**src/hw/rtl/pisfd_pkg.sv**
```systemverilog
// ----------------------------------------------------------------------------
// pisfd_pkg - shared types, constants and helpers
// Register map, config bundle, Q16.16 saturation and clamp functions used by
// the PID datapath and its helper units.
// ----------------------------------------------------------------------------
`default_nettype none

package pisfd_pkg;

  // Operand and product widths of the shared multiplier
  localparam int MUL_W  = 33;
  localparam int PROD_W = 2 * MUL_W;

  // Serial divider: 64-bit dividend magnitude, 17-bit divisor
  localparam int DIV_W    = 64;
  localparam int DVSR_W   = 17;
  localparam int DIV_CNT_W = $clog2(DIV_W);

  // Config port
  localparam int CFG_IDX_W  = 4;
  localparam int CFG_DATA_W = 32;

  localparam logic [CFG_IDX_W-1:0] REG_PROP_GAIN   = 4'd0;
  localparam logic [CFG_IDX_W-1:0] REG_INTEG_GAIN  = 4'd1;
  localparam logic [CFG_IDX_W-1:0] REG_DERIV_GAIN  = 4'd2;
  localparam logic [CFG_IDX_W-1:0] REG_INTEG_LIMIT = 4'd3;
  localparam logic [CFG_IDX_W-1:0] REG_DRIVE_LIMIT = 4'd4;
  localparam logic [CFG_IDX_W-1:0] REG_DERIV_ALPHA = 4'd5;
  localparam logic [CFG_IDX_W-1:0] REG_STEP_TIME   = 4'd6;
  localparam logic [CFG_IDX_W-1:0] REG_SEP_THRESH  = 4'd7;

  // Opcodes
  localparam logic OP_STEP  = 1'b0;
  localparam logic OP_CLEAR = 1'b1;

  // Q16.16 constants
  localparam logic [16:0] Q_ONE       = 17'd65536;
  localparam logic [16:0] DT_FALLBACK = 17'd66;   // 0.001 s

  // Register reset values
  localparam logic [30:0] RST_PROP_GAIN   = 31'd65536;
  localparam logic [30:0] RST_INTEG_GAIN  = 31'd32768;
  localparam logic [30:0] RST_DERIV_GAIN  = 31'd0;
  localparam logic [30:0] RST_INTEG_LIMIT = 31'd6553600;
  localparam logic [30:0] RST_DRIVE_LIMIT = 31'd5242880;
  localparam logic [16:0] RST_DERIV_ALPHA = 17'd19661;
  localparam logic [16:0] RST_STEP_TIME   = 17'd1311;
  localparam logic [30:0] RST_SEP_THRESH  = 31'd1310720;

  typedef struct packed {
    logic [30:0] prop_gain;
    logic [30:0] integ_gain;
    logic [30:0] deriv_gain;
    logic [30:0] integ_limit;
    logic [30:0] drive_limit;
    logic [16:0] deriv_alpha;
    logic [16:0] step_time;
    logic [30:0] separation_threshold;
  } cfg_t;

  typedef struct packed {
    logic busy;
    logic done;
  } div_status_t;

  localparam logic signed [PROD_W-1:0] SAT_MAX = 66'sd2147483647;
  localparam logic signed [PROD_W-1:0] SAT_MIN = -66'sd2147483648;

  function automatic logic signed [31:0] sat32(input logic signed [PROD_W-1:0] x);
    logic signed [31:0] r;
    if (x > SAT_MAX) begin
      r = 32'sh7FFFFFFF;
    end else if (x < SAT_MIN) begin
      r = 32'sh80000000;
    end else begin
      r = x[31:0];
    end
    return r;
  endfunction

  // Clamp to +/- lim; lim is a 31-bit magnitude
  function automatic logic signed [31:0] clamp_mag(input logic signed [PROD_W-1:0] x,
                                                   input logic [30:0] lim);
    logic signed [PROD_W-1:0] lim_w;
    logic signed [31:0]       r;
    lim_w = $signed({35'b0, lim});
    if (x > lim_w) begin
      r = $signed({1'b0, lim});
    end else if (x < -lim_w) begin
      r = -$signed({1'b0, lim});
    end else begin
      r = x[31:0];
    end
    return r;
  endfunction

endpackage

`default_nettype wire

```
**src/hw/rtl/pisfd_mul.sv**
```systemverilog
// ----------------------------------------------------------------------------
// pisfd_mul - shared signed multiplier
// 33x33 signed product, registered; result valid in the cycle after issue.
// ----------------------------------------------------------------------------
`default_nettype none

module pisfd_mul (
  input  wire logic                                   clk,
  input  wire logic signed [pisfd_pkg::MUL_W-1:0]     a,
  input  wire logic signed [pisfd_pkg::MUL_W-1:0]     b,
  output logic signed [pisfd_pkg::PROD_W-1:0]         prod
);

  always_ff @(posedge clk) begin
    prod <= pisfd_pkg::PROD_W'(a) * pisfd_pkg::PROD_W'(b);
  end

endmodule

`default_nettype wire

```
**config.mk**
```make
export PLATFORM = sky130hd
export DESIGN_NAME = pisfd_mul
export DESIGN_NICKNAME = d
export VERILOG_FILES = /design/src/hw/rtl/pisfd_pkg.sv /design/src/hw/rtl/pisfd_mul.sv
export SDC_FILE = /design/constraint.sdc
export NUM_CORES = 2
export LEC_CHECK = 0
export BUFFER_PORTS_ARGS = -buffer_cell sky130_fd_sc_hd__buf_4
export CAP_MARGIN = 10
export CORE_MARGIN = 4
export CORE_UTILIZATION = 55
export CTS_BUF_LIST = sky130_fd_sc_hd__clkbuf_4 sky130_fd_sc_hd__clkbuf_8 sky130_fd_sc_hd__clkbuf_16
export DETAILED_ROUTE_END_ITERATION = 16
export GPL_TIMING_DRIVEN = 0
export PLACE_DENSITY = 0.79
export SYNTH_ARGS = -nofsm -noshare
export SYNTH_HDL_FRONTEND = slang
export SYNTH_SLANG_ARGS = --single-unit
export TNS_END_PERCENT = 10
```
**constraint.sdc**
```tcl
create_clock -name clk -period 9 [get_ports clk]
set_input_delay 0 -clock clk [delete_from_list [all_inputs] [get_ports clk]]
set_output_delay 0 -clock clk [all_outputs]
set_load 0.01 [all_outputs]
```
==> results.md <==
* Outcome: complete, no violations
* Synth Area in Compound Gates at 4.07%
* Critical path's top delay family: adder cells
* Chip Height at 280 um
* Xor/xnor cell area share of the yosys netlist at 1.46%
* Hpwl dp at 120 mm
* Max-cap viol count at 0
* Placed instance area at 0.0430 sq mm
* Met1 Use GR at 44.6%
* I/O pins at 133
* Clock sinks at 66
* Final Hold Vio Count at 0
* Required time of the critical path at 9.30 ns
* First drt pass iteration count at 8
* Buf/Inv on CP at 6
* DRC violations left at 0
* Combinational family with the most area after synthesis: adder cells
* Seq/Total Area, Yosys at 3.24%
* Max reg flops at 66
* Worst setup EP type: flop
* Commonest non-fill, non-tap cell in the layout: fa_1
* Largest net degree at the start of global routing at 19
* Setup ws final at 0.273 ns
* Number of synthesized flops with an enable pin at 0
* Vias at 31,500
* Final nets at 5,912
* DR iter-0 viols at 3,088
* Syn_area_per_cell at 9.39 sq um
* GR peak layer: met2
* Gpl congestion at 1.09
* Pre-CTS setup slack at -0.415 ns
* Remaining Overflow, GRT at 0
* Synth Area in Simple Gates at 15.8%
* Setup violators final at 0
* Share of cells above drive strength 1 at 4.48%
* H-tree levels at 3
* Port Buf Inserts at 132
* Initial core utilization at 55.6%
* Total core area at 0.0732 sq mm
* Ys flop type: dfxtp_1
* Global Route Usage Sum at 36.9%
* Post-synthesis mux area share at 0%
* Chip width at 280 um
* Wire per inst at 25.8 um
* Full die area at 0.0785 sq mm
* Synthesized instance count at 4,338
* Crit-path max cell delay at 1.07 ns
* Startpoint types: input pin
* Vias in the first global route at 34,000
* Met3 usage at 10.3%
* Final ANT Viol Nets at 0
* Initial antenna violation count at 7
* Worst min-delay path class: input pin to flop
* Synth Warn # at 0
* RSZ-0062 raised after global routing: no
* CP most frequent cell: fa_1
* Worst Tran Pin Value at 1.23 ns
* Top flop regs: prod x66
* Adder-cell share of the synthesized area at 62.9%
* Most frequent cells in the layout: fa_1 (1,144), inv_1 (1,131), and2_1 (562), nand2_1 (551), ha_1 (217)
* First-pass GRT wire length at 209 mm
* Root Buffer: clkbuf_16
* Seq cells post-synth at 66
* Worst path slowest cell: fa_2
* Fin crit share at 97.0%
* Crit Path Class: input pin to flop
* Number of buffers created by CTS at 9
* Worst-case clock buffer depth at 2
* Row cnt at 99
* Crit path cell chain: buf_4, clkbuf_1, nand2_1, inv_1, fa_1, fa_1, fa_1, fa_2, fa_1, fa_1, fa_1, inv_1, fa_1, inv_1, ha_1, clkbuf_1, and3_1, nand3_1, nand2b_1, a2111oi_4, a211oi_4, a21oi_2, nor4b_2, a311oi_1
* Crit-path max FO at 17
* Largest register by flop count: prod
* Relative slew slack at 17.7%
* Post-Syn Area at 0.0407 sq mm
* Post-synth cell types at 80
* Slew Limit Fails at 0
* Period minus WS final at 8.73 ns
* Synthesis-to-finish area growth at 6.26%
* Met2 usage at 56.2%
* Mapped Nets at 5,767
* Ys async rst share at 0%
* Achievable Freq at 115 MHz
* Vias per inst at 5.77
* CTS tree: built
* CP Data Arrival Time at 9.03 ns
* Final wirelength at 140 mm
* Post-Place Cells at 5,431
* CTS Hold Bufs at 0
* WHS at 0.0609 ns
* Clock transition at path regs at 0.08 ns
* Final instance area at 0.0433 sq mm
* Final instance count without filler cells at 5,451
[synthesized netlist by cell type (all sizes together) (3+ instances only)]
cell    instances  area share [%]
a211o           6            0.13
a211oi         11            0.27
a21boi          3           0.083
a21o           38            0.71
a21oi          61            0.80
a221oi          3            0.11
a31oi           9            0.15
and2          563             8.7
and3            6            0.10
and4            5            0.11
buf            13            0.17
clkbuf        208             1.9
dfxtp          66             3.2
fa           1145              56
ha            217             6.7
inv          1131              10
nand2         551             5.1
nand2b         12            0.18
nand3          26            0.33
nand4          12            0.20
nor2           68            0.63
nor2b           5           0.077
nor3            7           0.086
nor4            3           0.083
o211ai          5            0.13
o21a            6            0.11
o21ai          33            0.42
o21bai         11            0.20
o31ai           7            0.25
or2             3           0.046
or3             3           0.046
xnor2          43            0.92
xor2           25            0.54
[metal layers]
metal  routed length [um]  share of wire [%]  up-vias
li1                     -                  -    12700
met4                14800                 11       10
met3                16500                 12      656
met2                61600                 44     2069
met5                   89              0.063        -
met1                47500                 34    16100
[final timing paths]
path	cells past startpoint	to	slack, ns	start
max	24	prod[58]$_DFF_P_	0.27	a[32]
min	2	prod[0]$_DFF_P_	0.06	a[0]
[stage by stage]
step | utilization (%) | TNS [ns]
after global routing | 59.1 | 0
final | 59.1 | 0
after CTS | 59.1 | 0
after floorplan | - | 0
after global placement | 58.6 | -1.88
after detailed placement | 58.7 | -2.76
[cell families (layout without fill, tap and decap cells)]
group	after synthesis	count (layout)
AOI/OAI and AO/OA	219	219
other	0	4
DFF	66	66
and+or+nand+nor	1271	1271
xor gates and xnor gates	68	68
adders and majority gates	1362	1362
buffers and inverters	1352	1502
[area by class of cell]
type                            instances  area [sq um]
Antenna cell                            4          10.0
Buffer                                221           852
Timing Repair Buffer                  134          1030
Sequential cell                        66          1320
Inverter                             1131          4250
Clock inverter                          7          77.6
Clock buffer                            9           225
Tap cell                              959          1200
Multi-Input combinational cell       2920         34300
Fill cell                            6316         29900
[repair_timing]
| action | CTS | global route |
|---|---|---|
| setup buffers | 0 | 0 |
| setup endpoints to repair | 1 | 3 |
| gates cloned | 0 | 0 |
| resized for setup | 1 | 3 |
Power is left out: the tool's default activity adds up to more than one toggle a clock period on the data nets, which glitch-free logic cannot reach.
