[src/hw/rtl/pisfd_pkg.sv]
// ----------------------------------------------------------------------------
// pisfd_pkg - shared types, constants and helpers
// Register map, config bundle, Q16.16 saturation and clamp functions used by
// the PID datapath and its helper units.
// ----------------------------------------------------------------------------
`default_nettype none

package pisfd_pkg;

  // Operand and product widths of the shared multiplier
  localparam int MUL_W  = 33;
  localparam int PROD_W = 2 * MUL_W;

  // Serial divider: 64-bit dividend magnitude, 17-bit divisor
  localparam int DIV_W    = 64;
  localparam int DVSR_W   = 17;
  localparam int DIV_CNT_W = $clog2(DIV_W);

  // Config port
  localparam int CFG_IDX_W  = 4;
  localparam int CFG_DATA_W = 32;

  localparam logic [CFG_IDX_W-1:0] REG_PROP_GAIN   = 4'd0;
  localparam logic [CFG_IDX_W-1:0] REG_INTEG_GAIN  = 4'd1;
  localparam logic [CFG_IDX_W-1:0] REG_DERIV_GAIN  = 4'd2;
  localparam logic [CFG_IDX_W-1:0] REG_INTEG_LIMIT = 4'd3;
  localparam logic [CFG_IDX_W-1:0] REG_DRIVE_LIMIT = 4'd4;
  localparam logic [CFG_IDX_W-1:0] REG_DERIV_ALPHA = 4'd5;
  localparam logic [CFG_IDX_W-1:0] REG_STEP_TIME   = 4'd6;
  localparam logic [CFG_IDX_W-1:0] REG_SEP_THRESH  = 4'd7;

  // Opcodes
  localparam logic OP_STEP  = 1'b0;
  localparam logic OP_CLEAR = 1'b1;

  // Q16.16 constants
  localparam logic [16:0] Q_ONE       = 17'd65536;
  localparam logic [16:0] DT_FALLBACK = 17'd66;   // 0.001 s

  // Register reset values
  localparam logic [30:0] RST_PROP_GAIN   = 31'd65536;
  localparam logic [30:0] RST_INTEG_GAIN  = 31'd32768;
  localparam logic [30:0] RST_DERIV_GAIN  = 31'd0;
  localparam logic [30:0] RST_INTEG_LIMIT = 31'd6553600;
  localparam logic [30:0] RST_DRIVE_LIMIT = 31'd5242880;
  localparam logic [16:0] RST_DERIV_ALPHA = 17'd19661;
  localparam logic [16:0] RST_STEP_TIME   = 17'd1311;
  localparam logic [30:0] RST_SEP_THRESH  = 31'd1310720;

  typedef struct packed {
    logic [30:0] prop_gain;
    logic [30:0] integ_gain;
    logic [30:0] deriv_gain;
    logic [30:0] integ_limit;
    logic [30:0] drive_limit;
    logic [16:0] deriv_alpha;
    logic [16:0] step_time;
    logic [30:0] separation_threshold;
  } cfg_t;

  typedef struct packed {
    logic busy;
    logic done;
  } div_status_t;

  localparam logic signed [PROD_W-1:0] SAT_MAX = 66'sd2147483647;
  localparam logic signed [PROD_W-1:0] SAT_MIN = -66'sd2147483648;

  function automatic logic signed [31:0] sat32(input logic signed [PROD_W-1:0] x);
    logic signed [31:0] r;
    if (x > SAT_MAX) begin
      r = 32'sh7FFFFFFF;
    end else if (x < SAT_MIN) begin
      r = 32'sh80000000;
    end else begin
      r = x[31:0];
    end
    return r;
  endfunction

  // Clamp to +/- lim; lim is a 31-bit magnitude
  function automatic logic signed [31:0] clamp_mag(input logic signed [PROD_W-1:0] x,
                                                   input logic [30:0] lim);
    logic signed [PROD_W-1:0] lim_w;
    logic signed [31:0]       r;
    lim_w = $signed({35'b0, lim});
    if (x > lim_w) begin
      r = $signed({1'b0, lim});
    end else if (x < -lim_w) begin
      r = -$signed({1'b0, lim});
    end else begin
      r = x[31:0];
    end
    return r;
  endfunction

endpackage

`default_nettype wire

[src/hw/rtl/pisfd_div.sv]
// ----------------------------------------------------------------------------
// pisfd_div - serial restoring divider
// Signed 64-bit dividend over unsigned 17-bit divisor, one quotient bit per
// cycle. Returns quotient magnitude and sign (truncation toward zero).
// ----------------------------------------------------------------------------
`default_nettype none

module pisfd_div (
  input  wire logic                                  clk,
  input  wire logic                                  rst,
  input  wire logic                                  start,
  input  wire logic signed [pisfd_pkg::DIV_W-1:0]    dividend,
  input  wire logic [pisfd_pkg::DVSR_W-1:0]          divisor,
  output pisfd_pkg::div_status_t                     status,
  output logic [pisfd_pkg::DIV_W-1:0]                quot_mag,
  output logic                                       quot_neg
);

  localparam int W  = pisfd_pkg::DIV_W;
  localparam int DW = pisfd_pkg::DVSR_W;
  localparam int CW = pisfd_pkg::DIV_CNT_W;

  logic [CW-1:0] count;
  logic [W-1:0]  dq;        // dividend bits shift out, quotient bits shift in
  logic [DW-1:0] rem;
  logic [DW-1:0] dvsr;
  logic [DW:0]   trial;
  logic          ge;
  logic [DW-1:0] rem_next;
  logic [W-1:0]  dividend_mag;

  assign dividend_mag = dividend[W-1] ? W'(-dividend) : W'(dividend);
  assign trial    = {rem, dq[W-1]};
  assign ge       = trial >= {1'b0, dvsr};
  assign rem_next = ge ? DW'(trial - {1'b0, dvsr}) : trial[DW-1:0];
  assign quot_mag = dq;

  always_ff @(posedge clk) begin
    if (rst) begin
      status.busy <= 1'b0;
      status.done <= 1'b0;
      count       <= '0;
    end else begin
      status.done <= 1'b0;
      if (start) begin
        status.busy <= 1'b1;
        count       <= '0;
      end else if (status.busy) begin
        count <= count + 1'b1;
        if (count == CW'(W - 1)) begin
          status.busy <= 1'b0;
          status.done <= 1'b1;
        end
      end
    end
  end

  always_ff @(posedge clk) begin
    if (start) begin
      dq       <= dividend_mag;
      rem      <= '0;
      dvsr     <= divisor;
      quot_neg <= dividend[W-1];
    end else if (status.busy) begin
      dq  <= {dq[W-2:0], ge};
      rem <= rem_next;
    end
  end

endmodule

`default_nettype wire

[config.mk]
export PLATFORM = sky130hd
export DESIGN_NAME = pisfd_div
export DESIGN_NICKNAME = d
export VERILOG_FILES = /design/src/hw/rtl/pisfd_pkg.sv /design/src/hw/rtl/pisfd_div.sv
export SDC_FILE = /design/constraint.sdc
export NUM_CORES = 1
export LEC_CHECK = 0
export BUFFER_PORTS_ARGS = -buffer_cell sky130_fd_sc_hd__buf_2
export CORE_MARGIN = 3
export CORE_UTILIZATION = 45
export CTS_BUF_LIST = sky130_fd_sc_hd__clkbuf_16
export CTS_CLUSTER_DIAMETER = 100
export DETAILED_ROUTE_END_ITERATION = 10
export PLACE_DENSITY = 0.68
export SYNTH_ARGS = -nofsm -noshare
export SYNTH_HDL_FRONTEND = slang
export SYNTH_SLANG_ARGS = --single-unit
[constraint.sdc]
create_clock -name clk -period 7.77 [get_ports clk]
set_input_delay 0.3885 -clock clk [delete_from_list [all_inputs] [get_ports clk]]
set_output_delay 0.3885 -clock clk [all_outputs]
set_load 0.005 [all_outputs]
==> results of run 1 <==
## cells by family after synthesis
group                      after synthesis  synth area share
AOI/OAI and AO/OA                      183             0.178
muxes                                   11            0.0170
DFF                                    107             0.429
and+or+nand+nor                        286             0.209
adders and majority gates               20            0.0374
xor gates and xnor gates                71            0.0901
buffers and inverters                   71            0.0397
## final cells by class
cell class	count	area, um2
antenna	1	2.50
clock buffer	11	275
clock inverter	5	25.0
fill	1380	6700
inverter	27	101
multi-input combinational	571	3660
sequential	107	2960
tap	184	230
timing repair buffer	155	791
## metal layers
metal,track usage,up-vias,routed length (um)
met3,0.0647,20,1600
met5,0,-,0
met1,0.314,2853,8550
met4,0.0581,0,270
met2,0.320,224,8050
li1,-,3035,-
## where the power goes
| part | internal (W) | total [W] | leakage, nW | switching (W) |
|---|---|---|---|---|
| Combinational | 0.000130 | 0.000311 | 2.05 | 0.000180 |
| Clock | 0.000254 | 0.000469 | 0.155 | 0.000215 |
| Sequential | 0.000681 | 0.000711 | 1.01 | 0.0000302 |
| Total | 0.00106 | 0.00149 | 3.21 | 0.000425 |
## through the flow
step	area, um2	std cells	worst slack, ps	power [W]	utilization
2_1_floorplan	6900	749	4880	0.000908	-
3_3_place_gp	7750	1044	4570	0.00103	0.525
3_5_place_dp	7750	1044	4520	0.00103	0.525
4_1_cts	8050	1060	4540	0.00150	0.545
5_1_grt	8050	1061	4260	0.00156	0.546
6_report	8050	1061	4530	0.00149	0.546
## cells in the final DEF, fill, tap and decap left out, types with 3 or more instances in the layout
cell type / Yosys / routed
xnor2_1: 9 / 9
ha_1: 19 / 19
o211ai_1: 4 / 4
or4_4: 3 / 3
nand2b_1: 6 / 6
a211oi_1: 5 / 5
mux2_2: 6 / 6
o41ai_2: 4 / 4
dfxtp_1: 25 / 25
nor4_1: 7 / 7
o21ai_0: 26 / 26
o221ai_1: 4 / 4
mux2i_1: 5 / 5
nand2_1: 52 / 52
edfxtp_1: 82 / 82
nor2b_1: 11 / 11
and4_1: 4 / 4
a21oi_1: 71 / 71
nand4_1: 10 / 10
or2_2: 14 / 14
o31ai_1: 15 / 15
buf_2: 0 / 149
clkbuf_16: 0 / 11
a31oi_1: 7 / 7
a21o_1: 7 / 7
buf_4: 0 / 6
nor3_1: 20 / 20
a311oi_1: 10 / 10
or3_1: 19 / 19
xor2_1: 62 / 62
or4_1: 15 / 15
nand3b_1: 3 / 3
nor2_1: 88 / 88
inv_1: 27 / 27
and3_1: 8 / 8
o41ai_1: 15 / 15
o22ai_1: 3 / 3
nand3_1: 23 / 23
## worst paths after layout
| kind | cells past startpoint | to |
|---|---|---|
| worst max-delay path | 11 | rem[1] |
| worst min-delay path | 1 | dvsr[9] |
| worst max register to register | 11 | rem[1] |
| worst min register to register | 2 | rem[10] |
## state kept, by name, summed over array words and instances, names as in the netlist
signal,cells
count,6
dvsr,17
quot_mag,64
quot_neg,1
rem,17
status,2
==> run metrics, run 1 <==
fin. max-slew vios 0; Mapped Cells about 750; CP delay by family, top compound AO/OA/AOI/OAI gates; Yosys top cell area share 0.357; CP bufs+invs 3; status complete, no violations; Critical Path Source quot_mag[63]; setup bufs post-CTS 0; Routed WL per cell 17.4 um; dpl hpwl about 14000 um; startpoint type of the worst setup path flip-flop; clk slew on worst S/H paths around 70 ps; WP data required 8040 ps; r2r setup slk about 4500 ps; Worst slew margin 0.259; Synth area leaders edfxtp_1 (36%), xor2_1 (7.9%), dfxtp_1 (7.3%), a21oi_1 (5.2%), nor2_1 (4.8%); Worst VDD drop around 0.11 mV; Final setup viols 0; vias in the first global route 5676; clk_skew around 6.6 ps; fraction of layout cells with a size suffix above 1 0.228; post-synthesis area per instance approximately 9.2 um2; area grow syn2layout 16.7%; reg2reg start quot_mag[63]; top_reg_cell synth edfxtp_1; cell taking the most area after synthesis edfxtp_1; Final TNS setup 0 ps; final hold violation count 0; initial core utilization 0.468; clock buffer depth 2; Post-route DRC 0; total clock buffers created by CTS 9; nets 975; Worst Hold Launch divisor[9]; Cell Pwr Density about 190 nW/um2; period utilisation layout 0.417; cts repair resizes 0; Slowest-stage cell, CP a21oi_1; vias per cell about 5.8; hold buffers post-CTS 0; Yosys cell types a little over 50; fin crit period between 3000 and 4000 ps; Via Count ~6100; CP Capture Type flip-flop; Worst-Margin Slew 1100 ps; CP Cell Sequence inv_1, ha_1, inv_1, fa_1, a21o_1, a221oi_1, o211ai_1, a21oi_1, buf_4, nand2_1, a311oi_1; Critical Path AT about 3500 ps; I/O pins approximately 150; RSZ-0062 raised after global routing false; Die X roughly 130 um; CTS tree yes; largest stage delay on the critical path roughly 560 ps; hold slack 201 ps; flops & latches, synth 107; initial antenna violation count 1; Pre-antenna DRT Iters 5; asr flop ratio synth 0; Post-synth top cells nor2_1 (88), edfxtp_1 (82), a21oi_1 (71), xor2_1 (62), nand2_1 (52); largest net degree at the start of global routing 67; Worst-Skew Late Latency between 300 and 400 ps; H-tree Lvls 3; crit path kind flip-flop to flip-flop; Most common cell on crit path inv_1; synthesized area 6900 um2; sequential area share after synthesis 0.429; CTS Root Cell clkbuf_16; most common cell in the netlist nor2_1; RD Place Congestion around 0.87; P_leak about 3.2 nW; crit-path max FO 8; Die ar. roughly 17000 um2; first-pass GRT wire length approximately 29000 um; DRT iter0 DRCs 407; number of routed nets with antenna violations 0; port buffer count 150; YS warnings 0; Post-synth EDFFs a little over 80; Overflow after GRT 0; # rows 44; max cap viols 0; core area between 10000 and 15000 um2; syn nets 853; Highest Clock Rate a little over 0.3 GHz; final wirelength between 15000 and 20000 um; die height between 100 and 150 um; GRT Util Overall 0.218; clock sinks approximately 110; Hold WC Path Type input port to flip-flop
Note: power is estimated with default switching activity, not from simulation.
==> run 2, diff against run 1 <==
--- a/config.mk
+++ b/config.mk
@@ -11,7 +11,7 @@
 export CTS_BUF_LIST = sky130_fd_sc_hd__clkbuf_16
 export CTS_CLUSTER_DIAMETER = 100
 export DETAILED_ROUTE_END_ITERATION = 10
-export PLACE_DENSITY = 0.68
+export PLACE_DENSITY = 0.71
 export SYNTH_ARGS = -nofsm -noshare
 export SYNTH_HDL_FRONTEND = slang
 export SYNTH_SLANG_ARGS = --single-unit
==> constraint.sdc (replaced) <==
create_clock -name clk -period 2.67 [get_ports clk]
set_input_delay 0.1335 -clock clk [delete_from_list [all_inputs] [get_ports clk]]
set_output_delay 0.1335 -clock clk [all_outputs]
set_load 0.005 [all_outputs]
==> run metrics, run 2 (synthesis gave the netlist of run 1 again) <==
core area 14800 um2 (unchanged); Tot Pwr 0.00448 W (was 0.00149 W); CP Capture Type flip-flop (unchanged); clk slew on worst S/H paths 70 ps (about the same); clk_skew 4.65 ps (was 6.59 ps); Overflow after GRT 0 (unchanged); Routed WL per cell 16.8 um (was 17.4 um); hold slack 128 ps (was 201 ps); CTS Root Cell clkbuf_16 (unchanged); Most common cell on crit path or4_4 (was inv_1); register area 2960 um2 (unchanged); clock sinks 107 (unchanged); final wirelength 18900 um (was 18500 um); area occupied by multi-input gates 3690 um2 (was 3660 um2); Slowest-stage cell, CP or4_4 (was a21oi_1); WP data required 2760 ps (was 8040 ps); largest stage delay on the critical path 580 ps (was 560 ps); Final setup viols 0 (unchanged); initial core utilization 0.468 (unchanged); startpoint type of the worst setup path input port (was flip-flop); Cell Pwr Density 518 nW/um2 (was 185 nW/um2); FILL cells 1351 (was 1380); Post-route DRC 0 (unchanged); Die ar. 16900 um2 (unchanged); commonest non-fill, non-tap cells in the layout buf_2 (149), nor2_1 (88), edfxtp_1 (82), a21oi_1 (70), xor2_1 (62) (was buf_2 (149), nor2_1 (88), edfxtp_1 (82), a21oi_1 (71), xor2_1 (62)); clock buffer depth 2 (unchanged); crit path kind input port to flip-flop (was flip-flop to flip-flop); Worst-Margin Slew 580 ps (was 1100 ps); CTS tree yes (unchanged); Pre-antenna DRT Iters 4 (was 5); P_leak 3.53 nW (was 3.21 nW); status complete, no violations (unchanged); GRT Util Overall 0.223 (was 0.218); Worst VDD drop 0.357 mV (was 0.112 mV); nets 1039 (was 975); max cap viols 0 (unchanged); total clock buffers created by CTS 9 (unchanged); Worst-Skew Late Latency 350 ps (about the same); most common cell after layout, fill and taps aside buf_2 (unchanged); H-tree Lvls 3 (unchanged); RD Place Congestion 0.896 (was 0.869); vias per cell 5.75 (was 5.78); number of routed nets with antenna violations 0 (unchanged); # rows 44 (unchanged); CP Cell Sequence buf_2, or4_4, or4_4, or4_4, buf_12, o41ai_2, xor2_1, a21oi_1 (was inv_1, ha_1, inv_1, fa_1, a21o_1, a221oi_1, o211ai_1, a21oi_1, buf_4, nand2_1, a311oi_1); Critical Path AT 2690 ps (was 3510 ps); I/O pins 151 (unchanged); die height 130 um (unchanged); initial antenna violation count 2 (was 1); number of flip-flops under the largest register name 64 (unchanged); period utilisation layout 0.974; largest net degree at the start of global routing 56 (was 67); dpl hpwl 14000 um (was 13600 um); area grow syn2layout 25.4% (was 16.7%); first-pass GRT wire length 29900 um (was 29100 um); vias in the first global route 5799 (was 5676); Highest Clock Rate around 0.38 GHz; Worst slew margin 0.604 (was 0.259); fin crit period between 2000 and 3000 ps; Hold WC Path Type input port to flip-flop (unchanged); crit-path max FO 6 (was 8); port buffer count 150 (unchanged); DRT iter0 DRCs 509 (was 407); Via Count 6470 (was 6132); final hold violation count 0 (unchanged); fin. max-slew vios 0 (unchanged); fraction of layout cells with a size suffix above 1 0.268 (was 0.228); Die X 130 um (unchanged)
-- run 2: cell types whose count changed in the layout (fill, tap and decap cells not counted), moves of 2 or more --
cell | before | now
bufinv_16 | 0 | 2
a311oi_1 | 10 | 8
buf_4 | 6 | 47
buf_6 | 0 | 3
clkbuf_16 | 11 | 9
a311oi_2 | 0 | 2
dlygate4sd3_1 | 0 | 18
buf_12 | 0 | 2
-- run 2: per-layer routing --
metal	track usage	share of wire
met4	0.0452	0.0093
met2	0.341	0.45
met1	0.318	0.46
met5	0	0
met3	0.0630	0.082
-- run 2: repair_timing --
action                     in CTS  in global routing
setup endpoints to repair       0                 14
setup buffers                   0                  2
resized for setup               0                  9
hold endpoints to repair       18                  0
hold buffers                   18                  0
-- run 2: metrics by stage --
step	cells	TNS, ps	setup slack, ps	area (um2)	utilization
global placement	1088	-1860	-200	8110	0.550
CTS	1122	0	68.2	8600	0.583
detailed placement	1088	-2360	-258	8110	0.550
global route	1126	-2.63	-2.63	8650	0.586
floorplan	749	0	10.5	6910	-
finish	1126	0	70.5	8650	0.586
-- run 2: worst max-delay path, delay by kind of cell --
kind / cells / cell delay (ps)
and+or+nand+nor: 3 / 1650
AOI/OAI and AO/OA: 2 / 440
xor gates and xnor gates: 1 / 190
buffers and inverters: 2 / 260
-- run 2: final timing paths --
kind	start	to	slack, ps	depth (start not counted)
min	dividend[62]	quot_mag[62]	130	3
max	dividend[12]	quot_mag[54]	70	8
min reg2reg	count[5]	count[5]	490	2
max reg2reg	quot_mag[63]	rem[11]	140	11
-- run 2: final cells by class --
class	count	area share
tap	184	0.0266
clock buffer	9	0.0260
sequential	107	0.342
multi-input combinational	571	0.427
antenna	2	0.000578
inverter	27	0.0117
timing repair buffer	219	0.156
clock inverter	7	0.00983
-- run 2: where the power goes --
group          internal [W]  leakage [nW]  switching (W)  total, W
combinational      0.000436          2.36       0.000543  0.000980
sequential          0.00198          1.01      0.0000870   0.00207
clock              0.000814         0.159       0.000623   0.00144
