**src/hw/rtl/pisfd_pkg.sv**
```systemverilog
// ----------------------------------------------------------------------------
// pisfd_pkg - shared types, constants and helpers
// Register map, config bundle, Q16.16 saturation and clamp functions used by
// the PID datapath and its helper units.
// ----------------------------------------------------------------------------
`default_nettype none

package pisfd_pkg;

  // Operand and product widths of the shared multiplier
  localparam int MUL_W  = 33;
  localparam int PROD_W = 2 * MUL_W;

  // Serial divider: 64-bit dividend magnitude, 17-bit divisor
  localparam int DIV_W    = 64;
  localparam int DVSR_W   = 17;
  localparam int DIV_CNT_W = $clog2(DIV_W);

  // Config port
  localparam int CFG_IDX_W  = 4;
  localparam int CFG_DATA_W = 32;

  localparam logic [CFG_IDX_W-1:0] REG_PROP_GAIN   = 4'd0;
  localparam logic [CFG_IDX_W-1:0] REG_INTEG_GAIN  = 4'd1;
  localparam logic [CFG_IDX_W-1:0] REG_DERIV_GAIN  = 4'd2;
  localparam logic [CFG_IDX_W-1:0] REG_INTEG_LIMIT = 4'd3;
  localparam logic [CFG_IDX_W-1:0] REG_DRIVE_LIMIT = 4'd4;
  localparam logic [CFG_IDX_W-1:0] REG_DERIV_ALPHA = 4'd5;
  localparam logic [CFG_IDX_W-1:0] REG_STEP_TIME   = 4'd6;
  localparam logic [CFG_IDX_W-1:0] REG_SEP_THRESH  = 4'd7;

  // Opcodes
  localparam logic OP_STEP  = 1'b0;
  localparam logic OP_CLEAR = 1'b1;

  // Q16.16 constants
  localparam logic [16:0] Q_ONE       = 17'd65536;
  localparam logic [16:0] DT_FALLBACK = 17'd66;   // 0.001 s

  // Register reset values
  localparam logic [30:0] RST_PROP_GAIN   = 31'd65536;
  localparam logic [30:0] RST_INTEG_GAIN  = 31'd32768;
  localparam logic [30:0] RST_DERIV_GAIN  = 31'd0;
  localparam logic [30:0] RST_INTEG_LIMIT = 31'd6553600;
  localparam logic [30:0] RST_DRIVE_LIMIT = 31'd5242880;
  localparam logic [16:0] RST_DERIV_ALPHA = 17'd19661;
  localparam logic [16:0] RST_STEP_TIME   = 17'd1311;
  localparam logic [30:0] RST_SEP_THRESH  = 31'd1310720;

  typedef struct packed {
    logic [30:0] prop_gain;
    logic [30:0] integ_gain;
    logic [30:0] deriv_gain;
    logic [30:0] integ_limit;
    logic [30:0] drive_limit;
    logic [16:0] deriv_alpha;
    logic [16:0] step_time;
    logic [30:0] separation_threshold;
  } cfg_t;

  typedef struct packed {
    logic busy;
    logic done;
  } div_status_t;

  localparam logic signed [PROD_W-1:0] SAT_MAX = 66'sd2147483647;
  localparam logic signed [PROD_W-1:0] SAT_MIN = -66'sd2147483648;

  function automatic logic signed [31:0] sat32(input logic signed [PROD_W-1:0] x);
    logic signed [31:0] r;
    if (x > SAT_MAX) begin
      r = 32'sh7FFFFFFF;
    end else if (x < SAT_MIN) begin
      r = 32'sh80000000;
    end else begin
      r = x[31:0];
    end
    return r;
  endfunction

  // Clamp to +/- lim; lim is a 31-bit magnitude
  function automatic logic signed [31:0] clamp_mag(input logic signed [PROD_W-1:0] x,
                                                   input logic [30:0] lim);
    logic signed [PROD_W-1:0] lim_w;
    logic signed [31:0]       r;
    lim_w = $signed({35'b0, lim});
    if (x > lim_w) begin
      r = $signed({1'b0, lim});
    end else if (x < -lim_w) begin
      r = -$signed({1'b0, lim});
    end else begin
      r = x[31:0];
    end
    return r;
  endfunction

endpackage

`default_nettype wire

```
**src/hw/rtl/pisfd_regs.sv**
```systemverilog
// ----------------------------------------------------------------------------
// pisfd_regs - configuration register file
// Eight gain, limit and timing registers written through a valid/ready port.
// ----------------------------------------------------------------------------
`default_nettype none

module pisfd_regs (
  input  wire logic                                 clk,
  input  wire logic                                 rst,
  input  wire logic                                 cfg_valid,
  output logic                                      cfg_ready,
  input  wire logic [pisfd_pkg::CFG_IDX_W-1:0]      cfg_index,
  input  wire logic [pisfd_pkg::CFG_DATA_W-1:0]     cfg_data,
  output pisfd_pkg::cfg_t                           cfg
);

  assign cfg_ready = 1'b1;

  always_ff @(posedge clk) begin
    if (rst) begin
      cfg.prop_gain            <= pisfd_pkg::RST_PROP_GAIN;
      cfg.integ_gain           <= pisfd_pkg::RST_INTEG_GAIN;
      cfg.deriv_gain           <= pisfd_pkg::RST_DERIV_GAIN;
      cfg.integ_limit          <= pisfd_pkg::RST_INTEG_LIMIT;
      cfg.drive_limit          <= pisfd_pkg::RST_DRIVE_LIMIT;
      cfg.deriv_alpha          <= pisfd_pkg::RST_DERIV_ALPHA;
      cfg.step_time            <= pisfd_pkg::RST_STEP_TIME;
      cfg.separation_threshold <= pisfd_pkg::RST_SEP_THRESH;
    end else if (cfg_valid && cfg_ready) begin
      unique case (cfg_index)
        pisfd_pkg::REG_PROP_GAIN:   cfg.prop_gain            <= cfg_data[30:0];
        pisfd_pkg::REG_INTEG_GAIN:  cfg.integ_gain           <= cfg_data[30:0];
        pisfd_pkg::REG_DERIV_GAIN:  cfg.deriv_gain           <= cfg_data[30:0];
        pisfd_pkg::REG_INTEG_LIMIT: cfg.integ_limit          <= cfg_data[30:0];
        pisfd_pkg::REG_DRIVE_LIMIT: cfg.drive_limit          <= cfg_data[30:0];
        pisfd_pkg::REG_DERIV_ALPHA: cfg.deriv_alpha          <= cfg_data[16:0];
        pisfd_pkg::REG_STEP_TIME:   cfg.step_time            <= cfg_data[16:0];
        pisfd_pkg::REG_SEP_THRESH:  cfg.separation_threshold <= cfg_data[30:0];
        default: ;  // unmapped index, dropped
      endcase
    end
  end

endmodule

`default_nettype wire

```
**config.mk**
```make
export PLATFORM = sky130hd
export DESIGN_NAME = pisfd_regs
export DESIGN_NICKNAME = d
export VERILOG_FILES = /design/src/hw/rtl/pisfd_pkg.sv /design/src/hw/rtl/pisfd_regs.sv
export SDC_FILE = /design/constraint.sdc
export NUM_CORES = 1
export LEC_CHECK = 0
export ABC_AREA = 1
export BUFFER_PORTS_ARGS = -buffer_cell sky130_fd_sc_hd__buf_2
export CORE_ASPECT_RATIO = 1.2
export CORE_MARGIN = 2
export CORE_UTILIZATION = 30
export CTS_CLUSTER_SIZE = 8
export DETAILED_ROUTE_END_ITERATION = 8
export PLACE_DENSITY = 0.61
export SETUP_SLACK_MARGIN = 0.02
export SLEW_MARGIN = 25
export SYNTH_ARGS = -nofsm -noshare
export SYNTH_HDL_FRONTEND = slang
export SYNTH_SLANG_ARGS = --single-unit
export TNS_END_PERCENT = 10
```
**constraint.sdc**
```tcl
create_clock -name clk -period 1.3 [get_ports clk]
set_clock_uncertainty 0.05 [all_clocks]
set_input_delay 0.13 -clock clk [delete_from_list [all_inputs] [get_ports clk]]
set_output_delay 0.13 -clock clk [all_outputs]
set_load 0.01 [all_outputs]
```
==> flow_metrics.env, run 1 <==
export IMPL_synthesized_netlist_cell_count=1275
export IMPL_critical_path_startpoint_type="primary input"
export IMPL_post_cts_buffers=0
export IMPL_post_synth_top_area_fraction_pct=50.8
export IMPL_whs_ns=0.129
export IMPL_yosysWarningCount=0
export IMPL_drtAntennaViolNets=0
export IMPL_worst_setup_path_end_kind="register"
export IMPL_dieWidth_um=159
export IMPL_drt_wl_total_um=28800
export IMPL_rows=68
export IMPL_filler_cell_count=3006
export IMPL_vias_per_cell=4.37
export IMPL_synth_simple_gate_area_share_pct=40.7
export IMPL_core_um2=28600
export IMPL_path_cells="dlygate4sd3_1 > buf_2 > inv_1 > nor2_2 > buf_12 > nand4_1 > nand2_1 > nor2_1"
export IMPL_synth_async_reset_ratio_pct=0
export IMPL_critical_path_max_fanout=21
export IMPL_timing_final_setup_violations=0
export IMPL_most_frequent_cells_after_synthesis="398 x sky130_fd_sc_hd__nor2_1, 386 x sky130_fd_sc_hd__nand2_1, 220 x sky130_fd_sc_hd__dfxtp_1, 96 x sky130_fd_sc_hd__inv_1, 62 x sky130_fd_sc_hd__nand4_1"
export IMPL_tritoncts="yes"
export IMPL_timing_final_hold_violations=0
export IMPL_vdd_ir_drop_max_mv=0.747
export IMPL_cts_inserted_buffers=31
export IMPL_grt_use_total_pct=18.4
export IMPL_detailed_place_hpwl_um=20000
export IMPL_yosys_mux_area_fraction_pct=0
export IMPL_die_height_um=190
export IMPL_first_iteration_detailed_routing_drc_count=425
export IMPL_largestRegisters="cfg x220"
export IMPL_synthesis_area_um2=8670
export IMPL_synth_area_top_cells="sky130_fd_sc_hd__dfxtp_1 51%, sky130_fd_sc_hd__nor2_1 17%, sky130_fd_sc_hd__nand2_1 17%, sky130_fd_sc_hd__nand4_1 4.5%, sky130_fd_sc_hd__inv_1 4.2%"
export IMPL_clockBufferDepth=3
export IMPL_die_area_um2=30300
export IMPL_synth_fp_nets=1314
export IMPL_cts_sinks=220
export IMPL_port_buffer_count=257
export IMPL_layout_area_overhead_vs_synth_pct=35.6
export IMPL_final_layout_size_suffix_gt1_share_pct=21.9
export IMPL_synth_enable_flop_cells=0
export IMPL_design_final_nets=1589
export IMPL_final_util_pct=41.1
export IMPL_root_buffer_cell="sky130_fd_sc_hd__clkbuf_16"
export IMPL_floorplan_initialDensity_pct=30.3
export IMPL_postSynth_topFlopCell="sky130_fd_sc_hd__dfxtp_1"
export IMPL_post_synth_fa_ha_maj_area_fraction_pct=0
export IMPL_globalRoute_totalOverflow=0
export IMPL_timing_critical_path_required_ns=1.69
export IMPL_global_route_wire_length_before_repair_um=44100
export IMPL_synth_top_area_cell="sky130_fd_sc_hd__dfxtp_1"
export IMPL_min_period_ns=1.28
export IMPL_classification_of_the_worst_setup_path="in -> reg"
export IMPL_final_period_utilization_pct=98.4
export IMPL_cts_clk_slew_worst_paths_ns=0.05
export IMPL_boundaryPins=260
export IMPL_postSynthRegisterBits=220
export IMPL_drc=0
export IMPL_gp_congestion=0.801
export IMPL_num_vias=8459
export IMPL_timing_hold_worst_class="in -> reg"
export IMPL_p_per_area_nw_per_um2=1310
export IMPL_registers_top_by_ff_count="cfg"
export IMPL_synth_compound_area_share_pct=0
export IMPL_worst_skew_pair_late_latency_ns=0.53
export IMPL_synth_top_family_by_area="simple AND/OR/NAND/NOR gates"
export IMPL_achievable_frequency_mhz=781
export IMPL_ys_types=16
export IMPL_library_cell_with_the_highest_instance_count_after_synthesis="sky130_fd_sc_hd__nor2_1"
export IMPL_max_cap_viol_count=0
export IMPL_outcome="finished, final reports clean"
export IMPL_via_count_of_the_first_global_routing_pass=7920
export IMPL_synth_seq_area_share_pct=50.8
export IMPL_slowest_delay_ns=0.57
export IMPL_routedWlPerCell_um=14.9
export IMPL_largest_net_degree_at_the_start_of_global_routing=62
export IMPL_post_synth_xor_area_fraction_pct=0
export IMPL_p_leak_nw=6.04
export IMPL_worst_ep_arrival_ns=1.66
export IMPL_grt_setup_unrepaired="true"
export IMPL_first_pass_iters=5
export IMPL_regToRegSetupSlack_ns=0.61
export IMPL_antenna_found_initial=3
export IMPL_crit_path_top_delay_cell="sky130_fd_sc_hd__dlygate4sd3_1"
export IMPL_post_synth_cell_area_avg_um2=6.80
export IMPL_ctsHtreeMaxLevel=1
export IMPL_timing_final_max_slew_violations=0
export IMPL_largest_register_ffs=220
==> worst max-delay path: cells and delay by family <==
| kind | cells | cell delay, ns |
|---|---|---|
| buffers and inverters | 4 | 1.07 |
| and+or+nand+nor | 4 | 0.47 |
==> cell type report <==
type                       count  area (µm²)  area share [%]
multi-input combinational    880        3590            30.5
sequential                   220        4410            37.5
tap                          385         482            4.10
inverter                      96         365            3.11
antenna                        2        5.00          0.0426
clock buffer                  31         776            6.60
clock inverter                 1        30.0           0.255
timing repair buffer         321        2100            17.9
==> through the flow <==
stage / TNS (ns) / std cells / setup WS (ns) / total power [mW] / cell area (µm²)
after floorplan: 0 / 1275 / 0.249 / 7.78 / 8670
after global placement: 0 / 1867 / 0.0522 / 8.33 / 10500
after detailed placement: 0 / 1867 / 0.0242 / 8.35 / 10500
after CTS: 0 / 1933 / 0.0260 / 15.6 / 11700
after global routing: -0.316 / 1934 / -0.0483 / 16.1 / 11800
final: 0 / 1936 / 0.0203 / 15.4 / 11800
==> worst paths after layout <==
check / startpoint / endpoint / depth (start not counted)
setup / recovery: cfg_index[1] / cfg[145] / 8
hold reg to reg: cfg[54] / cfg[54] / 2
hold / removal: cfg_index[3] / cfg[173] / 6
setup reg to reg: cfg[192] / cfg[192] / 4
==> cells in the final DEF (no fill, tap or decap), types with 5 or more instances in the layout <==
cell and count:
sky130_fd_sc_hd__buf_12 17, sky130_fd_sc_hd__buf_2 257, sky130_fd_sc_hd__buf_4 7, sky130_fd_sc_hd__buf_6 5
sky130_fd_sc_hd__clkbuf_16 32, sky130_fd_sc_hd__dfxtp_1 218, sky130_fd_sc_hd__dlygate4sd3_1 34, sky130_fd_sc_hd__inv_1 94
sky130_fd_sc_hd__nand2_1 384, sky130_fd_sc_hd__nand3_1 25, sky130_fd_sc_hd__nand4_1 62, sky130_fd_sc_hd__nor2_1 391
sky130_fd_sc_hd__nor2_2 5, sky130_fd_sc_hd__nor2_4 6
==> power breakdown <==
part	internal [mW]	leakage (nW)	switching, mW
logic	0.481	3.86	0.839
clock network	4.32	0.396	2.78
registers	6.91	1.78	0.0784
==> timing repair <==
action                                  in CTS  in global routing
gates cloned                                 0                  1
gates resized for setup                      1                 16
hold buffers                                34                  0
pin swaps                                    0                  3
endpoints found under the setup margin       1                 92
endpoints found under the hold margin      101                  0
==> metal layers <==
layer,global-route usage (%),vias to the layer above,share of wire [%]
li1,-,4372,-
met1,23.5,3763,44
met2,30.2,269,46
met3,4.34,53,7.0
met4,6.78,2,3.4
met5,0,-,0.024
==> cell families after synthesis <==
family | Yosys count
other | 1
buffers and inverters | 175
flip-flops | 220
AND/OR/NAND/NOR | 879
Note: power is estimated with default switching activity, not from simulation.
==> run 2: changes to the inputs <==
- CORE_MARGIN: 2 -> unset
- CTS_BUF_LIST: unset -> sky130_fd_sc_hd__clkbuf_16
==> run 2 against run 1 <==
  * First-iteration DRC count shrank 1.6%
  * Via count is essentially flat
  * Core utilization grew 0.26 points
  * Clock-buffer cell count is the same
  * Maximum frequency grew 0.75%
==> flow_metrics.env, run 2 (same netlist as run 1, synthesis figures left out) <==
export IMPL_setup_ws_ns=0.0298
export IMPL_most_frequent_standard_cell_in_the_layout_excluding_fill_and_tap_cells="sky130_fd_sc_hd__nor2_1"
export IMPL_grt_setup_unrepaired="false"
export IMPL_floorplan_initialDensity_pct=30.8
export IMPL_largest_register_ffs=220
export IMPL_via_count_of_the_first_global_routing_pass=7637
export IMPL_layout_area_overhead_vs_synth_pct=34.5
export IMPL_ctsHtreeMaxLevel=1
export IMPL_clockBufferDepth=3
export IMPL_port_buffer_count=257
export IMPL_worst_ep_arrival_ns=1.70
export IMPL_cts_clk_slew_worst_paths_ns=0.05
export IMPL_root_buffer_cell="sky130_fd_sc_hd__clkbuf_16"
export IMPL_detailed_place_hpwl_um=19300
export IMPL_antenna_found_initial=2
export IMPL_insertedDiodeCount=0
export IMPL_die_area_um2=29600
export IMPL_rows=67
export IMPL_achievable_frequency_mhz=787
export IMPL_critical_path_startpoint_type="primary input"
export IMPL_cp_top_family="buffers and inverters"
export IMPL_final_layout_size_suffix_gt1_share_pct=21.0
export IMPL_dieWidth_um=157
export IMPL_drc=0
export IMPL_crit_path_top_delay_cell="sky130_fd_sc_hd__dlygate4sd3_1"
export IMPL_die_height_um=188
export IMPL_largestRegisters="cfg x220"
export IMPL_first_iteration_detailed_routing_drc_count=418
export IMPL_layout_common_cells="393 x sky130_fd_sc_hd__nor2_1, 386 x sky130_fd_sc_hd__nand2_1, 257 x sky130_fd_sc_hd__buf_2"
export IMPL_worstPathBufferInverterCount=4
export IMPL_core_um2=28200
export IMPL_boundaryPins=260
export IMPL_classification_of_the_worst_setup_path="in -> reg"
export IMPL_fin_total_pwr_mw=15.1
export IMPL_holdCritStartpoint="cfg_index[1]"
export IMPL_cts_inserted_buffers=31
export IMPL_vias_per_cell=4.39
export IMPL_routedWlPerCell_um=14.4
export IMPL_reg2regPathDepth=5
export IMPL_crit_path_frequent_cell="sky130_fd_sc_hd__dlygate4sd3_1"
export IMPL_timing_final_max_slew_violations=0
export IMPL_registers_top_by_ff_count="cfg"
export IMPL_vdd_ir_drop_max_mv=0.805
export IMPL_p_per_area_nw_per_um2=1300
export IMPL_worst_skew_pair_late_latency_ns=0.53
export IMPL_worst_hold_path_endpoint="cfg[87]"
export IMPL_design_final_nets=1586
export IMPL_timing_rr_start="cfg[201]"
export IMPL_first_pass_iters=5
export IMPL_worst_setup_path_end_kind="register"
export IMPL_gp_congestion=0.818
export IMPL_grt_use_total_pct=18.4
export IMPL_p_leak_nw=6.02
export IMPL_detailedPlace_worstSlack_ns=-0.00406
export IMPL_largest_net_degree_at_the_start_of_global_routing=63
export IMPL_regToRegSetupSlack_ns=0.10
export IMPL_path_cells="dlygate4sd3_1 > buf_2 > inv_8 > nand2_1 > nor2_1 > dlygate4sd3_1"
export IMPL_finalInstanceArea_um2=11700
export IMPL_hold_path_cell_count=5
export IMPL_timing_final_hold_violations=0
export IMPL_min_period_ns=1.27
export IMPL_timing_rr_end="cfg[201]"
export IMPL_slowest_delay_ns=0.54
export IMPL_num_vias=8458
export IMPL_timing_final_setup_violations=0
export IMPL_drtAntennaViolNets=0
export IMPL_post_cts_buffers=0
export IMPL_max_cap_viol_count=0
export IMPL_tritoncts="yes"
export IMPL_cts_sinks=220
export IMPL_globalRoute_totalOverflow=0
export IMPL_timing_hold_worst_class="in -> reg"
export IMPL_filler_cell_count=2948
export IMPL_placed_cell_area_um2=10500
export IMPL_critical_path_max_fanout=23
export IMPL_whs_ns=0.0388
export IMPL_final_period_utilization_pct=97.7
export IMPL_global_route_wire_length_before_repair_um=42500
export IMPL_drt_wl_total_um=27700
export IMPL_timing_critical_path_required_ns=1.73
export IMPL_outcome="finished, final reports clean"
==> run 2: what timing repair did <==
| item | in CTS | in global routing |
|---|---|---|
| resized for setup | 0 | 1 |
| endpoints found under the hold margin | 108 | 0 |
| hold buffers | 36 | 0 |
| setup endpoints to repair | 0 | 1 |
==> run 2: metrics by stage <==
stage | setup TNS, ns | std cells | util [%]
floorplan | 0 | 1275 | -
global placement | 0 | 1857 | 37.3
detailed placement | -0.00406 | 1857 | 37.3
CTS | 0 | 1928 | 41.4
global route | 0 | 1928 | 41.4
finish | 0 | 1928 | 41.4
==> run 2: cell type report <==
type	count	area, µm²	area share, %
Timing Repair Buffer	318	2050	17.6
Sequential cell	220	4400	37.8
Tap cell	379	474	4.07
Clock inverter	4	15.0	0.129
Multi-Input combinational cell	880	3570	30.6
Clock buffer	31	776	6.66
Inverter	96	368	3.16
==> run 2: routing by layer <==
layer,wire [µm],share of wire (%),up-vias,track usage (%)
li1,-,-,4373,-
met1,12100,44,3753,23.3
met2,12500,45,266,29.5
met3,1890,6.8,62,4.44
met4,1130,4.1,4,8.07
met5,26,0.094,-,0
==> run 2: how the worst max path moves through the flow <==
stage / to / cells after the start / slack (ns) / start
floorplan: cfg[137] / 6 / 0.25 / cfg_index[3]
global placement: cfg[5] / 8 / 0.05 / cfg_index[3]
detailed placement: cfg[33] / 6 / -0.004 / cfg_valid
CTS: cfg[201] / 6 / 0.04 / rst
global route: cfg[158] / 1 / 0.02 / cfg[158]
finish: cfg[201] / 6 / 0.03 / rst
==> run 2: worst min-delay path, cell delays in order <==
cell                      delay (ns)
sky130_fd_sc_hd__buf_2          0.13
sky130_fd_sc_hd__nor2_1         0.09
sky130_fd_sc_hd__nand2_1        0.13
sky130_fd_sc_hd__nand2_1        0.07
sky130_fd_sc_hd__nand3_1        0.05
==> run 2: where the power goes <==
| group | internal, mW | switching (mW) |
|---|---|---|
| Clock | 4.13 | 2.74 |
| Combinational | 0.468 | 0.821 |
| Sequential | 6.91 | 0.0761 |
==> run 3: changes to the inputs <==
- CELL_PAD_IN_SITES_DETAIL_PLACEMENT: unset -> 1
- CELL_PAD_IN_SITES_GLOBAL_PLACEMENT: unset -> 1
- PLACE_DENSITY: 0.61 -> 0.79
==> run 3 against run 2 <==
  * Sequential cell count unchanged
  * Non-clock buffer count up 3
  * Via count rose by 5.2%
  * Maximum frequency increased by 0.94%
  * Critical path depth decreased by 5
  * Sequential power is essentially flat
  * Hold slack better by 0.064 ns
  * Cell area increased by 0.65%
  * Clock power up 3.3%
  * Critical path type is now reg -> out
  * Critical endpoint is now cfg[93]
  * Largest power group is now clock
==> flow_metrics.env, run 3 (same netlist as run 1, synthesis figures left out) <==
export IMPL_registers_top_by_ff_count="cfg"
export IMPL_drt_wl_total_um=31900
export IMPL_hold_path_cell_count=4
export IMPL_p_leak_nw=6.04
export IMPL_largest_net_degree_at_the_start_of_global_routing=45
export IMPL_num_vias=8902
export IMPL_slowest_delay_ns=0.38
export IMPL_dieWidth_um=157
export IMPL_antenna_found_initial=2
export IMPL_timing_hold_worst_class="in -> reg"
export IMPL_detailed_place_hpwl_um=22200
export IMPL_timing_final_hold_violations=0
export IMPL_first_iteration_detailed_routing_drc_count=356
export IMPL_layout_area_overhead_vs_synth_pct=35.4
export IMPL_vias_per_cell=4.61
export IMPL_min_period_ns=1.26
export IMPL_filler_cell_count=3630
export IMPL_timing_critical_path_required_ns=1.12
export IMPL_drc=0
export IMPL_vdd_ir_drop_max_mv=0.774
export IMPL_largestRegisters="cfg x220"
export IMPL_largest_register_ffs=220
export IMPL_outcome="finished, final reports clean"
export IMPL_ctsHtreeMaxLevel=1
export IMPL_routedWlPerCell_um=16.5
export IMPL_rows=67
export IMPL_netSwitchingFraction_pct=24.2
export IMPL_worst_skew_pair_late_latency_ns=0.53
export IMPL_globalRoute_totalOverflow=0
export IMPL_clockBufferDepth=3
export IMPL_achievable_frequency_mhz=795
export IMPL_cp_top_family="flip-flops"
export IMPL_path_cells="buf_2"
export IMPL_timing_final_setup_violations=0
export IMPL_grt_setup_unrepaired="true"
export IMPL_p_int_mw=11.7
export IMPL_final_period_utilization_pct=96.8
export IMPL_drtAntennaViolNets=0
export IMPL_first_pass_iters=4
export IMPL_critical_path_startpoint_type="register"
export IMPL_cts_clk_slew_worst_paths_ns=0.05
export IMPL_root_buffer_cell="sky130_fd_sc_hd__clkbuf_16"
export IMPL_die_area_um2=29600
export IMPL_p_seq_share_pct=45.3
export IMPL_totalNegativeSetupSlack_ns=0
export IMPL_placed_cell_area_um2=10600
export IMPL_regToRegSetupSlack_ns=0.57
export IMPL_share_comb_of_total_power_pct=8.8
export IMPL_worst_ep_arrival_ns=1.08
export IMPL_worstPathBufferInverterCount=1
export IMPL_layout_common_cells="393 x sky130_fd_sc_hd__nor2_1, 386 x sky130_fd_sc_hd__nand2_1, 257 x sky130_fd_sc_hd__buf_2"
export IMPL_cp_depth=1
export IMPL_timing_final_max_slew_violations=0
export IMPL_crit_path_top_delay_cell="sky130_fd_sc_hd__dfxtp_1"
export IMPL_design_final_nets=1589
export IMPL_p_switching_mw=3.73
export IMPL_worst_setup_path_end_kind="output port"
export IMPL_max_cap_viol_count=0
export IMPL_port_buffer_count=257
export IMPL_critical_path_max_fanout=2
export IMPL_cts_sinks=220
export IMPL_global_route_wire_length_before_repair_um=49700
export IMPL_boundaryPins=260
export IMPL_final_layout_size_suffix_gt1_share_pct=21.6
export IMPL_die_height_um=188
export IMPL_classification_of_the_worst_setup_path="reg -> out"
export IMPL_finalInstanceArea_um2=11700
export IMPL_tritoncts="yes"
export IMPL_gp_congestion=0.785
export IMPL_p_per_area_nw_per_um2=1320
export IMPL_power_share_clock_pct=46.0
export IMPL_via_count_of_the_first_global_routing_pass=9186
export IMPL_grt_use_total_pct=21.6
export IMPL_cts_inserted_buffers=31
export IMPL_core_um2=28200
export IMPL_floorplan_initialDensity_pct=30.8
export IMPL_reg2regPathDepth=4
export IMPL_most_frequent_standard_cell_in_the_layout_excluding_fill_and_tap_cells="sky130_fd_sc_hd__nor2_1"
[run 3: layout make-up]
type / instances / area (µm²) / share of cell area (%)
Timing Repair Buffer: 321 / 2110 / 18.0
Sequential cell: 220 / 4410 / 37.5
Tap cell: 379 / 474 / 4.04
Inverter: 96 / 365 / 3.11
Antenna cell: 1 / 2.50 / 0.0213
Multi-Input combinational cell: 880 / 3570 / 30.4
Clock buffer: 31 / 776 / 6.61
Clock inverter: 1 / 30.0 / 0.256
[run 3: metal layers]
| layer | global-route usage (%) | share of wire [%] | up-vias |
|---|---|---|---|
| li1 | - | - | 4376 |
| met1 | 25.4 | 42 | 4216 |
| met2 | 38.3 | 49 | 237 |
| met3 | 3.89 | 5.5 | 71 |
| met4 | 8.85 | 3.9 | 2 |
| met5 | 0 | 0.025 | - |
[run 3: worst paths after layout]
check | startpoint | endpoint
setup reg to reg | cfg[196] | cfg[196]
hold / removal | cfg_valid | cfg[205]
hold reg to reg | cfg[205] | cfg[205]
setup / recovery | cfg[93] | cfg[93]
[run 3: metrics by stage]
stage | setup WS, ns | hold WS, ns | total power [mW] | util [%] | std cells
finish | 0.0416 | 0.103 | 15.4 | 41.7 | 1929
global route | 0.00720 | 0.0918 | 16.0 | 41.7 | 1929
detailed placement | -0.0434 | 0.360 | 8.41 | 37.6 | 1863
CTS | 0.0234 | 0.0838 | 15.6 | 41.6 | 1928
floorplan | 0.249 | 0.193 | 7.78 | - | 1275
global placement | -0.00312 | 0.354 | 8.36 | 37.6 | 1863
[run 3: power groups by stage]
stage	sequential [mW]	combinational [mW]	clock [mW]
floorplan	7.18	0.601	0
global placement	7.12	1.24	0
detailed placement	7.13	1.28	0
CTS	6.99	1.36	7.28
global route	7.00	1.49	7.55
finish	6.99	1.35	7.10
[run 3: what timing repair did]
item	4_1_cts	5_1_grt
setup buffers	0	0
resized for setup	0	1
endpoints found under the setup margin	0	3
hold buffers	33	0
hold endpoints to repair	94	0
[run 3: tightest hold or removal path: stages]
cell and delay, ns:
sky130_fd_sc_hd__buf_2 0.15, sky130_fd_sc_hd__buf_12 0.18, sky130_fd_sc_hd__nand4_1 0.10, sky130_fd_sc_hd__nand3_1 0.07
